--- src/rtl/core/csfp_pkg.sv ---
// Package: shared constants, opcodes and types of the segment fixup patcher.
`default_nettype none
package csfp_pkg;
  localparam int LOOKAHEAD  = 32;
  localparam int FILL_W     = $clog2(LOOKAHEAD + 1);
  localparam int IDX_W      = $clog2(LOOKAHEAD);
  localparam int POS_W      = 17;
  localparam int CNT_W      = 16;
  localparam int OFS_W      = 16;
  localparam int FIFO_DEPTH = 2;
  localparam int FPTR_W     = $clog2(FIFO_DEPTH);
  localparam int FCNT_W     = $clog2(FIFO_DEPTH + 1);

  localparam logic [7:0] OP_PUSH_CS = 8'h0e;
  localparam logic [7:0] OP_POP_DS  = 8'h1f;
  localparam logic [7:0] OP_NOP     = 8'h90;
  localparam logic [7:0] OP_POP_ES  = 8'h07;
  localparam logic [7:0] OP_PUSH_DS = 8'h1e;
  localparam logic [7:0] OP_CS_PFX  = 8'h2e;
  localparam logic [7:0] OP_DS_PFX  = 8'h3e;
  localparam logic [7:0] OP_MOV_RS  = 8'h8c;
  localparam logic [7:0] OP_MOV_SR  = 8'h8e;
  localparam logic [7:0] MODRM_MASK = 8'hf8;
  localparam logic [7:0] MODRM_CS   = 8'hc8;
  localparam logic [7:0] MODRM_DS   = 8'hd8;
  localparam logic [7:0] OP_XOR_A   = 8'h31;
  localparam logic [7:0] OP_XOR_B   = 8'h33;
  localparam logic [7:0] MODRM_AXAX = 8'hc0;
  localparam logic [7:0] OP_PUSH_AX = 8'h50;

  typedef struct packed {
    logic [7:0] data;
    logic       last;
  } csfp_item_t;

  typedef struct packed {
    logic       valid;
    csfp_item_t item;
  } csfp_qhead_t;

  function automatic logic is_data_op(logic [7:0] op);
    return op == 8'h89 || op == 8'h8b || op == 8'h8e || op == 8'ha1 ||
           op == 8'ha3 || op == 8'hc7 || op == 8'hff;
  endfunction
endpackage
`default_nettype wire

--- src/rtl/core/csfp_in_if.sv ---
// Interface: input byte request channel.
`default_nettype none
interface csfp_in_if;
  logic       valid;
  logic       ready;
  logic [7:0] in_byte;
  logic       in_last;
  modport source (output valid, output in_byte, output in_last, input ready);
  modport sink   (input valid, input in_byte, input in_last, output ready);
endinterface
`default_nettype wire

--- src/rtl/core/csfp_out_if.sv ---
// Interface: patched byte request channel.
`default_nettype none
interface csfp_out_if;
  logic        valid;
  logic        ready;
  logic [7:0]  out_byte;
  logic        out_last;
  logic [15:0] patch_count;
  modport source (output valid, output out_byte, output out_last, output patch_count,
                  input ready);
  modport sink   (input valid, input out_byte, input out_last, input patch_count,
                  output ready);
endinterface
`default_nettype wire

--- src/rtl/core/csfp_front.sv ---
// Front: accepts input requests into a short queue for the back end.
`default_nettype none
module csfp_front (
  input  wire logic                 clk_i,
  input  wire logic                 rst_ni,
  csfp_in_if.sink                   in_i,
  output csfp_pkg::csfp_qhead_t     head_o,
  input  wire logic                 pop_i
);
  import csfp_pkg::*;

  csfp_item_t          mem_q [FIFO_DEPTH];
  logic [FPTR_W-1:0]   wp_q, rp_q;
  logic [FCNT_W-1:0]   cnt_q;
  logic                push, pop;

  assign in_i.ready  = cnt_q < FCNT_W'(FIFO_DEPTH);
  assign push        = in_i.valid && in_i.ready;
  assign pop         = pop_i && (cnt_q != '0);
  assign head_o.valid = cnt_q != '0;
  assign head_o.item  = mem_q[rp_q];

  always_ff @(posedge clk_i) begin
    if (push) begin
      mem_q[wp_q] <= '{data: in_i.in_byte, last: in_i.in_last};
    end
  end

  always_ff @(posedge clk_i or negedge rst_ni) begin
    if (!rst_ni) begin
      wp_q  <= '0;
      rp_q  <= '0;
      cnt_q <= '0;
    end else begin
      if (push) wp_q <= (wp_q == FPTR_W'(FIFO_DEPTH - 1)) ? '0 : wp_q + 1'b1;
      if (pop)  rp_q <= (rp_q == FPTR_W'(FIFO_DEPTH - 1)) ? '0 : rp_q + 1'b1;
      cnt_q <= cnt_q + FCNT_W'(push) - FCNT_W'(pop);
    end
  end
endmodule
`default_nettype wire

--- src/rtl/core/csfp_back.sv ---
// Back: look-ahead window, patch rules and output register.
`default_nettype none
module csfp_back (
  input  wire logic                     clk_i,
  input  wire logic                     rst_ni,
  input  wire logic [csfp_pkg::OFS_W-1:0] start_offset_i,
  input  csfp_pkg::csfp_qhead_t         head_i,
  output logic                          pop_o,
  csfp_out_if.source                    out_o
);
  import csfp_pkg::*;

  logic [7:0]        win_q [LOOKAHEAD];
  logic [FILL_W-1:0] fill_q;
  logic [1:0]        skip_q;
  logic [POS_W-1:0]  pos_q;
  logic [CNT_W-1:0]  cnt_q;
  logic              last_q;
  logic              ovalid_q, olast_q;
  logic [7:0]        obyte_q;
  logic [CNT_W-1:0]  ocnt_q;

  logic       untested, emit_req, emit, final_b, apply, found, hit, set_skip;
  logic [7:0] b0, b1, want, new_b0, new_b1;

  always_comb begin
    b0       = win_q[0];
    b1       = win_q[1];
    want     = MODRM_DS | (b1 & 8'h07);
    untested = (skip_q != 2'd0) || (pos_q < POS_W'(start_offset_i));
    emit_req = (fill_q != '0) &&
               (untested || fill_q == FILL_W'(LOOKAHEAD) || last_q);
    emit     = emit_req && (!ovalid_q || out_o.ready);
    pop_o    = !emit_req && !last_q && head_i.valid;
    final_b  = last_q && fill_q == FILL_W'(1);
    apply    = !untested && fill_q >= FILL_W'(2);
    found    = 1'b0;
    for (int k = 2; k < LOOKAHEAD - 1; k++) begin
      found |= (FILL_W'(k + 1) < fill_q) && win_q[k] == OP_MOV_SR && win_q[k+1] == want;
    end
    new_b0   = b0;
    new_b1   = b1;
    hit      = 1'b0;
    set_skip = 1'b0;
    if (apply) begin
      if (b0 == OP_PUSH_CS && b1 == OP_POP_DS) begin
        new_b0 = OP_NOP; new_b1 = OP_NOP; hit = 1'b1;
      end else if (b0 == OP_PUSH_CS && b1 == OP_POP_ES) begin
        new_b0 = OP_PUSH_DS; hit = 1'b1;
      end else if (b0 == OP_CS_PFX && is_data_op(b1)) begin
        new_b0 = OP_DS_PFX; hit = 1'b1;
      end else if (b0 == OP_MOV_RS && (b1 & MODRM_MASK) == MODRM_CS) begin
        if (found) begin
          new_b1 = want; hit = 1'b1;
        end
      end else if (b0 == OP_PUSH_DS && fill_q >= FILL_W'(4) &&
                   (b1 == OP_XOR_A || b1 == OP_XOR_B) &&
                   win_q[2] == MODRM_AXAX && win_q[3] == OP_PUSH_AX) begin
        new_b0 = OP_PUSH_CS; hit = 1'b1; set_skip = 1'b1;
      end
    end
  end

  // window payload: shift on emit, append on pop
  always_ff @(posedge clk_i) begin
    if (emit) begin
      win_q[0] <= new_b1;
      for (int i = 1; i < LOOKAHEAD - 1; i++) win_q[i] <= win_q[i+1];
      win_q[LOOKAHEAD-1] <= 8'h00;
    end else if (pop_o) begin
      win_q[fill_q[IDX_W-1:0]] <= head_i.item.data;
    end
    if (emit) begin
      obyte_q <= new_b0;
      olast_q <= final_b;
      ocnt_q  <= final_b ? cnt_q : '0;
    end
  end

  always_ff @(posedge clk_i or negedge rst_ni) begin
    if (!rst_ni) begin
      fill_q   <= '0;
      skip_q   <= '0;
      pos_q    <= '0;
      cnt_q    <= '0;
      last_q   <= 1'b0;
      ovalid_q <= 1'b0;
    end else begin
      if (emit) begin
        ovalid_q <= 1'b1;
      end else if (out_o.ready) begin
        ovalid_q <= 1'b0;
      end
      if (emit) begin
        fill_q <= fill_q - 1'b1;
        if (final_b) begin
          pos_q  <= '0;
          skip_q <= '0;
          cnt_q  <= '0;
          last_q <= 1'b0;
        end else begin
          if (pos_q != '1) pos_q <= pos_q + 1'b1;
          if (set_skip) skip_q <= 2'd3;
          else if (skip_q != 2'd0) skip_q <= skip_q - 1'b1;
          if (hit && cnt_q != '1) cnt_q <= cnt_q + 1'b1;
        end
      end else if (pop_o) begin
        fill_q <= fill_q + 1'b1;
        last_q <= head_i.item.last;
      end
    end
  end

  assign out_o.valid       = ovalid_q;
  assign out_o.out_byte    = obyte_q;
  assign out_o.out_last    = olast_q;
  assign out_o.patch_count = ocnt_q;

  a_fill_range: assert property (@(posedge clk_i) disable iff (!rst_ni)
    fill_q <= FILL_W'(LOOKAHEAD)) else $error("window overfill");
  a_no_pop_emit: assert property (@(posedge clk_i) disable iff (!rst_ni)
    !(emit && pop_o)) else $error("pop and emit together");
  a_final_clear: assert property (@(posedge clk_i) disable iff (!rst_ni)
    (emit && final_b) |=> (pos_q == '0 && cnt_q == '0 && !last_q && fill_q == '0))
    else $error("image state not cleared after final byte");
  a_empty_idle: assert property (@(posedge clk_i) disable iff (!rst_ni)
    (fill_q == '0) |-> !emit) else $error("emit from empty window");
endmodule
`default_nettype wire

--- src/rtl/core/com_segment_fixup_patcher.sv ---
// Top level: segment fixup patcher with config register, front queue and back end.
// Flow: untested bytes pass the queue, window and output register; a tested byte waits
//   until 32 bytes from it are held in the window or the final byte has arrived.
// Throughput: the back end either appends or emits one byte per cycle while the output
//   is not held by ready; the final flush drains one byte per cycle, also unless held.
// Reset: asynchronous active low; clears queue, window count, scan position,
//   skip and patch count, and sets start_offset to 256.
`default_nettype none
module com_segment_fixup_patcher (
  input  wire logic        clk_i,
  input  wire logic        rst_ni,
  csfp_in_if.sink          in_i,
  csfp_out_if.source       out_o,
  input  wire logic        cfg_we_i,
  input  wire logic [15:0] cfg_wdata_i
);
  import csfp_pkg::*;

  // start_offset register; the user writes it only while idle, the block does not enforce it
  logic [OFS_W-1:0] start_offset_q;
  csfp_qhead_t      head;   // queue head toward back end
  logic             pop;

  always_ff @(posedge clk_i or negedge rst_ni) begin
    if (!rst_ni) begin
      start_offset_q <= OFS_W'(256);
    end else if (cfg_we_i) begin
      start_offset_q <= cfg_wdata_i;
    end
  end

  // front: takes requests, buffers them
  csfp_front u_front (
    .clk_i  (clk_i),
    .rst_ni (rst_ni),
    .in_i   (in_i),
    .head_o (head),
    .pop_i  (pop)
  );

  // back: window, rule match, output register
  csfp_back u_back (
    .clk_i          (clk_i),
    .rst_ni         (rst_ni),
    .start_offset_i (start_offset_q),
    .head_i         (head),
    .pop_o          (pop),
    .out_o          (out_o)
  );
endmodule
`default_nettype wire

--- src/flat_wrapper.sv ---
// flat-port wrapper written by rule: the top's interface ports become plain ports
module com_segment_fixup_patcher_flat import csfp_pkg::*;
  (clk_i, rst_ni, cfg_we_i, cfg_wdata_i, in_i_valid, in_i_in_byte, in_i_in_last, in_i_ready, out_o_valid, out_o_out_byte, out_o_out_last, out_o_patch_count, out_o_ready);
  csfp_in_if in_i_i ();
  csfp_out_if out_o_i ();
  input  wire logic clk_i;
  input  wire logic rst_ni;
  input  wire logic cfg_we_i;
  input  wire logic [15:0] cfg_wdata_i;
  input wire logic [$bits(in_i_i.valid)-1:0] in_i_valid;
  input wire logic [$bits(in_i_i.in_byte)-1:0] in_i_in_byte;
  input wire logic [$bits(in_i_i.in_last)-1:0] in_i_in_last;
  output wire logic [$bits(in_i_i.ready)-1:0] in_i_ready;
  output wire logic [$bits(out_o_i.valid)-1:0] out_o_valid;
  output wire logic [$bits(out_o_i.out_byte)-1:0] out_o_out_byte;
  output wire logic [$bits(out_o_i.out_last)-1:0] out_o_out_last;
  output wire logic [$bits(out_o_i.patch_count)-1:0] out_o_patch_count;
  input wire logic [$bits(out_o_i.ready)-1:0] out_o_ready;
  assign in_i_i.valid = in_i_valid;
  assign in_i_i.in_byte = in_i_in_byte;
  assign in_i_i.in_last = in_i_in_last;
  assign in_i_ready = in_i_i.ready;
  assign out_o_valid = out_o_i.valid;
  assign out_o_out_byte = out_o_i.out_byte;
  assign out_o_out_last = out_o_i.out_last;
  assign out_o_patch_count = out_o_i.patch_count;
  assign out_o_i.ready = out_o_ready;
  com_segment_fixup_patcher u_core (.clk_i(clk_i), .rst_ni(rst_ni), .in_i(in_i_i), .out_o(out_o_i), .cfg_we_i(cfg_we_i), .cfg_wdata_i(cfg_wdata_i));
endmodule
--- config.mk ---
export PLATFORM = sky130hd
export DESIGN_NAME = com_segment_fixup_patcher_flat
export DESIGN_NICKNAME = d
export VERILOG_FILES = /design/src/rtl/core/csfp_pkg.sv /design/src/rtl/core/csfp_in_if.sv /design/src/rtl/core/csfp_out_if.sv /design/src/rtl/core/csfp_front.sv /design/src/rtl/core/csfp_back.sv /design/src/rtl/core/com_segment_fixup_patcher.sv /design/src/flat_wrapper.sv
export SDC_FILE = /design/constraint.sdc
export NUM_CORES = 1
export LEC_CHECK = 0
export BUFFER_PORTS_ARGS = -buffer_cell sky130_fd_sc_hd__buf_2
export CORE_MARGIN = 2
export CORE_UTILIZATION = 25
export DETAILED_ROUTE_END_ITERATION = 10
export HOLD_SLACK_MARGIN = 0.05
export PLACE_DENSITY = 0.48
export RECOVER_POWER = 100
export SLEW_MARGIN = 15
export SYNTH_ARGS = -nofsm -noshare
export SYNTH_HDL_FRONTEND = slang
export SYNTH_HIERARCHICAL = 1
export SYNTH_SLANG_ARGS = --single-unit
--- constraint.sdc ---
create_clock -name clk_i -period 9.8 [get_ports clk_i]
set_input_delay 0.98 -clock clk_i [delete_from_list [all_inputs] [get_ports clk_i]]
set_output_delay 0.98 -clock clk_i [all_outputs]
set_load 0.01 [all_outputs]
==> summary.txt <==
Run status
  • Status: finished with violations
  • Failing checks: capacitance limit, slew limit

Synthesis
  • Synthesized area per cell: 13.1 um^2
  • Post-Syn Nets: between 1,000 and 1,500
  • Cell variety after synth: 79
  • EDFF count, synth: 299
  • Post-synth top cells: edfxtp_1, mux2_2, nand2_1
  • Area share of the leading cell type in the synthesized netlist: 48.0%
  • Largest area contributor in the netlist: edfxtp_1
  • Top_reg_cell synth: edfxtp_1
  • Cells after Synth: 1,431
  • Register area share after synthesis: between 50% and 60%
  • Synthesis warning total: 6
  • Count leader, synth: edfxtp_1
  • Synthesized flop and latch total: 362
  • Top post-synthesis cells by area: edfxtp_1, mux2_2, dfrtp_1, xor2_1, nand2_1
  • Asr flop ratio synth: 17.4%
  • Post-synthesis cell area: 0.0187 mm^2

Routing
  • WL final: 48,400 um
  • ANT nets after route: 0
  • Routed vias: 11,778
  • Drt first-iter violations: 893
  • Router iterations before antenna repair: 5
  • Drc violations: 0
  • Drt wl/cell: 19.6 um
  • Detail-routed via count per cell: between 4 and 5

Clock network
  • Post-CTS sizing: 0
  • Worst-Skew Late Latency: 0.58 ns
  • CTS tree: built
  • Clk pin slew, worst setup/hold paths: about 0.060 ns
  • Clock sink total: 362
  • H-tree Lvls: 2
  • Postcts setup bufs: 0
  • Max clock buf depth: 3
  • Hold_buf cts: 0
  • Root buffer cell: clkbuf_16
  • Num CTS Buffers: 40

Timing
  • Final Cycle Share: 64.5%
  • Fin. max-slew vios: 146
  • Max Fclk: 0.158 GHz
  • Slew @ Worst Pin: approximately 3.6 ns
  • Finish-stage setup viols: 0
  • Setup tns final: 0 ns
  • Post-route minimum period: 6.32 ns
  • Unrepaired setup endpoints after global routing: false
  • Slew HR: -141%
  • Clk_skew: 0.0327 ns
  • Final Hold Viols: 0

Place
  • Global placement routability congestion: 0.803
  • Post-DP HPWL: 31,300 um
  • Placement Cell Area: approximately 0.02 mm^2
  • PortBufs: between 50 and 60

Finish
  • Nets: between 1,500 and 2,000
  • Layout cells sized above 1: 23.5%
  • # fillers: between 7,000 and 8,000
  • Number of diodes: 0
  • P&R area growth vs syn: 11.9%
  • Post-route design area: roughly 0.021 mm^2

Critical path
  • Crit path launch type: flop
  • Kind of critical path: reg -> reg
  • Worst EP required: 10.29 ns
  • Worst R2R Start: u_core/u_back/pos_q[14]
  • R2r setup slk: ~3.5 ns
  • Largest stage delay, worst path: 1.52 ns
  • Worst-path cell chain: ha_1, a21o_1, a211oi_1, o211ai_1, a211o_1, a41o_1, nand2b_1, clkinv_1, clkbuf_1, nand2_1, or4_1, nand3_1
  • Critical path's slowest cell: nand2b_1
  • Crit Path Max Fanout: 49
  • Crit. End Element: flop
  • CP arrival: 6.81 ns
  • Crit. Startpoint: u_core/u_back/pos_q[14]

Global route
  • Global-route wire length before repair: 74,900 um
  • Vias in the first global route: 12,110
  • GRT Overall Usage: between 10% and 20%
  • Total gr overflow: 0
  • Pin count of the biggest net entering global routing: 64
  • Initial antenna violation count: 0

Die
  • # rows: 100
  • Initial Util: 25.2%
  • Die Ht: 278 um
  • Die width: 278 um
  • Die area: 0.0770 mm^2
  • Io pins: 57
  • Core Region: 0.0742 mm^2

Power
  • Register share of total power: 49.4%
  • Leak Pwr: approximately 7.4 nW
  • P_sw: roughly 1.4 mW
  • Comb power frac: 19.5%
  • Int Power: 3.10 mW
  • Clk pwr share: 31.1%
  • Switch share: 31.7%
  • Power Density: 217 mW/mm^2
  • Worst VDD drop: 0.111 mV

Run
  • Maxcap violations: 3

Worst hold path
  • Min-Delay Path Class: reg -> reg
  • Hold Crit Start: u_core/u_back/win_q[0][6]
==> layout by cell type, fill, tap and decap left out, drive strengths merged, types with 13 or more instances in the layout <==
| master | n |
|---|---|
| ha | 24 |
| nand2 | 128 |
| nor2 | 58 |
| nand4 | 20 |
| nand4b | 19 |
| inv | 31 |
| clkbuf | 92 |
| xor2 | 90 |
| nor4b | 13 |
| o21ai | 20 |
| clkinv | 14 |
| xnor2 | 29 |
| buf | 31 |
| nor4 | 36 |
| nand3b | 25 |
| mux2 | 267 |
| and2 | 28 |
| edfxtp | 299 |
| nor3 | 30 |
| a21oi | 16 |
| and3 | 18 |
| nand3 | 50 |
| dfrtp | 62 |
==> sequential cells by signal (all words and copies together), names as in the netlist, 2 cells and up <==
signal / count
u_core/u_back/win_q: 256
u_core/u_front/mem_q: 18
u_core/u_back/pos_q: 17
u_core/start_offset_q: 16
u_core/u_back/cnt_q: 16
u_core/u_back/out_o.patch_count: 16
u_core/u_back/out_o.out_byte: 8
u_core/u_back/fill_q: 6
u_core/u_back/skip_q: 2
u_core/u_front/cnt_q: 2
==> critical path, delay by kind of cell (launching register included) <==
kind | cells | cell delay, ns
AOI/OAI and AO/OA | 5 | 1.34
DFF | 1 | 0.41
adders and majority gates | 1 | 0.30
buffers and inverters | 2 | 1.60
and+or+nand+nor | 4 | 2.56
==> metrics by stage <==
stage               hold slack [ns]  std cells  total power, mW  utilization, %  setup slack (ns)
floorplan                     0.451       1431             2.80               -              6.62
global placement              0.436       2391             3.17            26.8              5.51
detailed placement            0.439       2391             3.18            26.8              5.47
CTS                           0.453       2465             4.61            28.5              5.44
global route                  0.469       2465             4.77            28.2              2.92
finish                        0.452       2465             4.54            28.2              3.48
==> worst paths after layout <==
path / to / cells past startpoint
setup reg to reg: u_core/u_back/cnt_q[3] / 12
min in group asynchronous: u_core/u_back/pos_q[7] / 2
setup / recovery: u_core/u_back/cnt_q[3] / 12
hold reg to reg: u_core/u_back/out_o.out_byte[6] / 0
max in group asynchronous: u_core/start_offset_q[0] / 2
hold / removal: u_core/u_back/out_o.out_byte[6] / 0
==> cell families after synthesis <==
group	after synthesis	share of synthesized area, %
AND/OR/NAND/NOR	473	14.5
multiplexers	269	16.4
AO/OA/AOI/OAI	81	3.08
flip-flops	362	56.4
adder cells (fa/ha/maj)	24	1.61
XOR/XNOR	119	5.57
buffers and inverters	103	2.42
==> final cells by class <==
| cell class | count | area [um^2] | share of cell area [%] |
|---|---|---|---|
| clock buffers | 59 | 1120 | 5.37 |
| clock inverters | 15 | 72.6 | 0.347 |
| inverters | 30 | 113 | 0.538 |
| multi-input cells | 966 | 7550 | 36.1 |
| flip-flops and latches | 362 | 10600 | 50.5 |
| well taps | 969 | 1210 | 5.79 |
| repair buffers | 64 | 292 | 1.39 |
==> metal layers <==
metal	up-vias	global-route usage, %	part of all wire [%]	wire length [um]
met5	-	0	0	0
met3	68	2.19	4.7	2300
met1	5977	17.0	47	22600
li1	5469	-	-	-
met4	0	3.21	1.9	939
met2	264	20.2	47	22500
==> power by group through the flow <==
stage,clock network [mW],registers (mW),logic [mW]
after global routing,1.52,2.27,0.974
final,1.41,2.24,0.886
after floorplan,0,2.13,0.664
after global placement,0,2.26,0.903
after detailed placement,0,2.26,0.912
after CTS,1.46,2.24,0.918
Note: power is estimated with default switching activity, not from simulation.
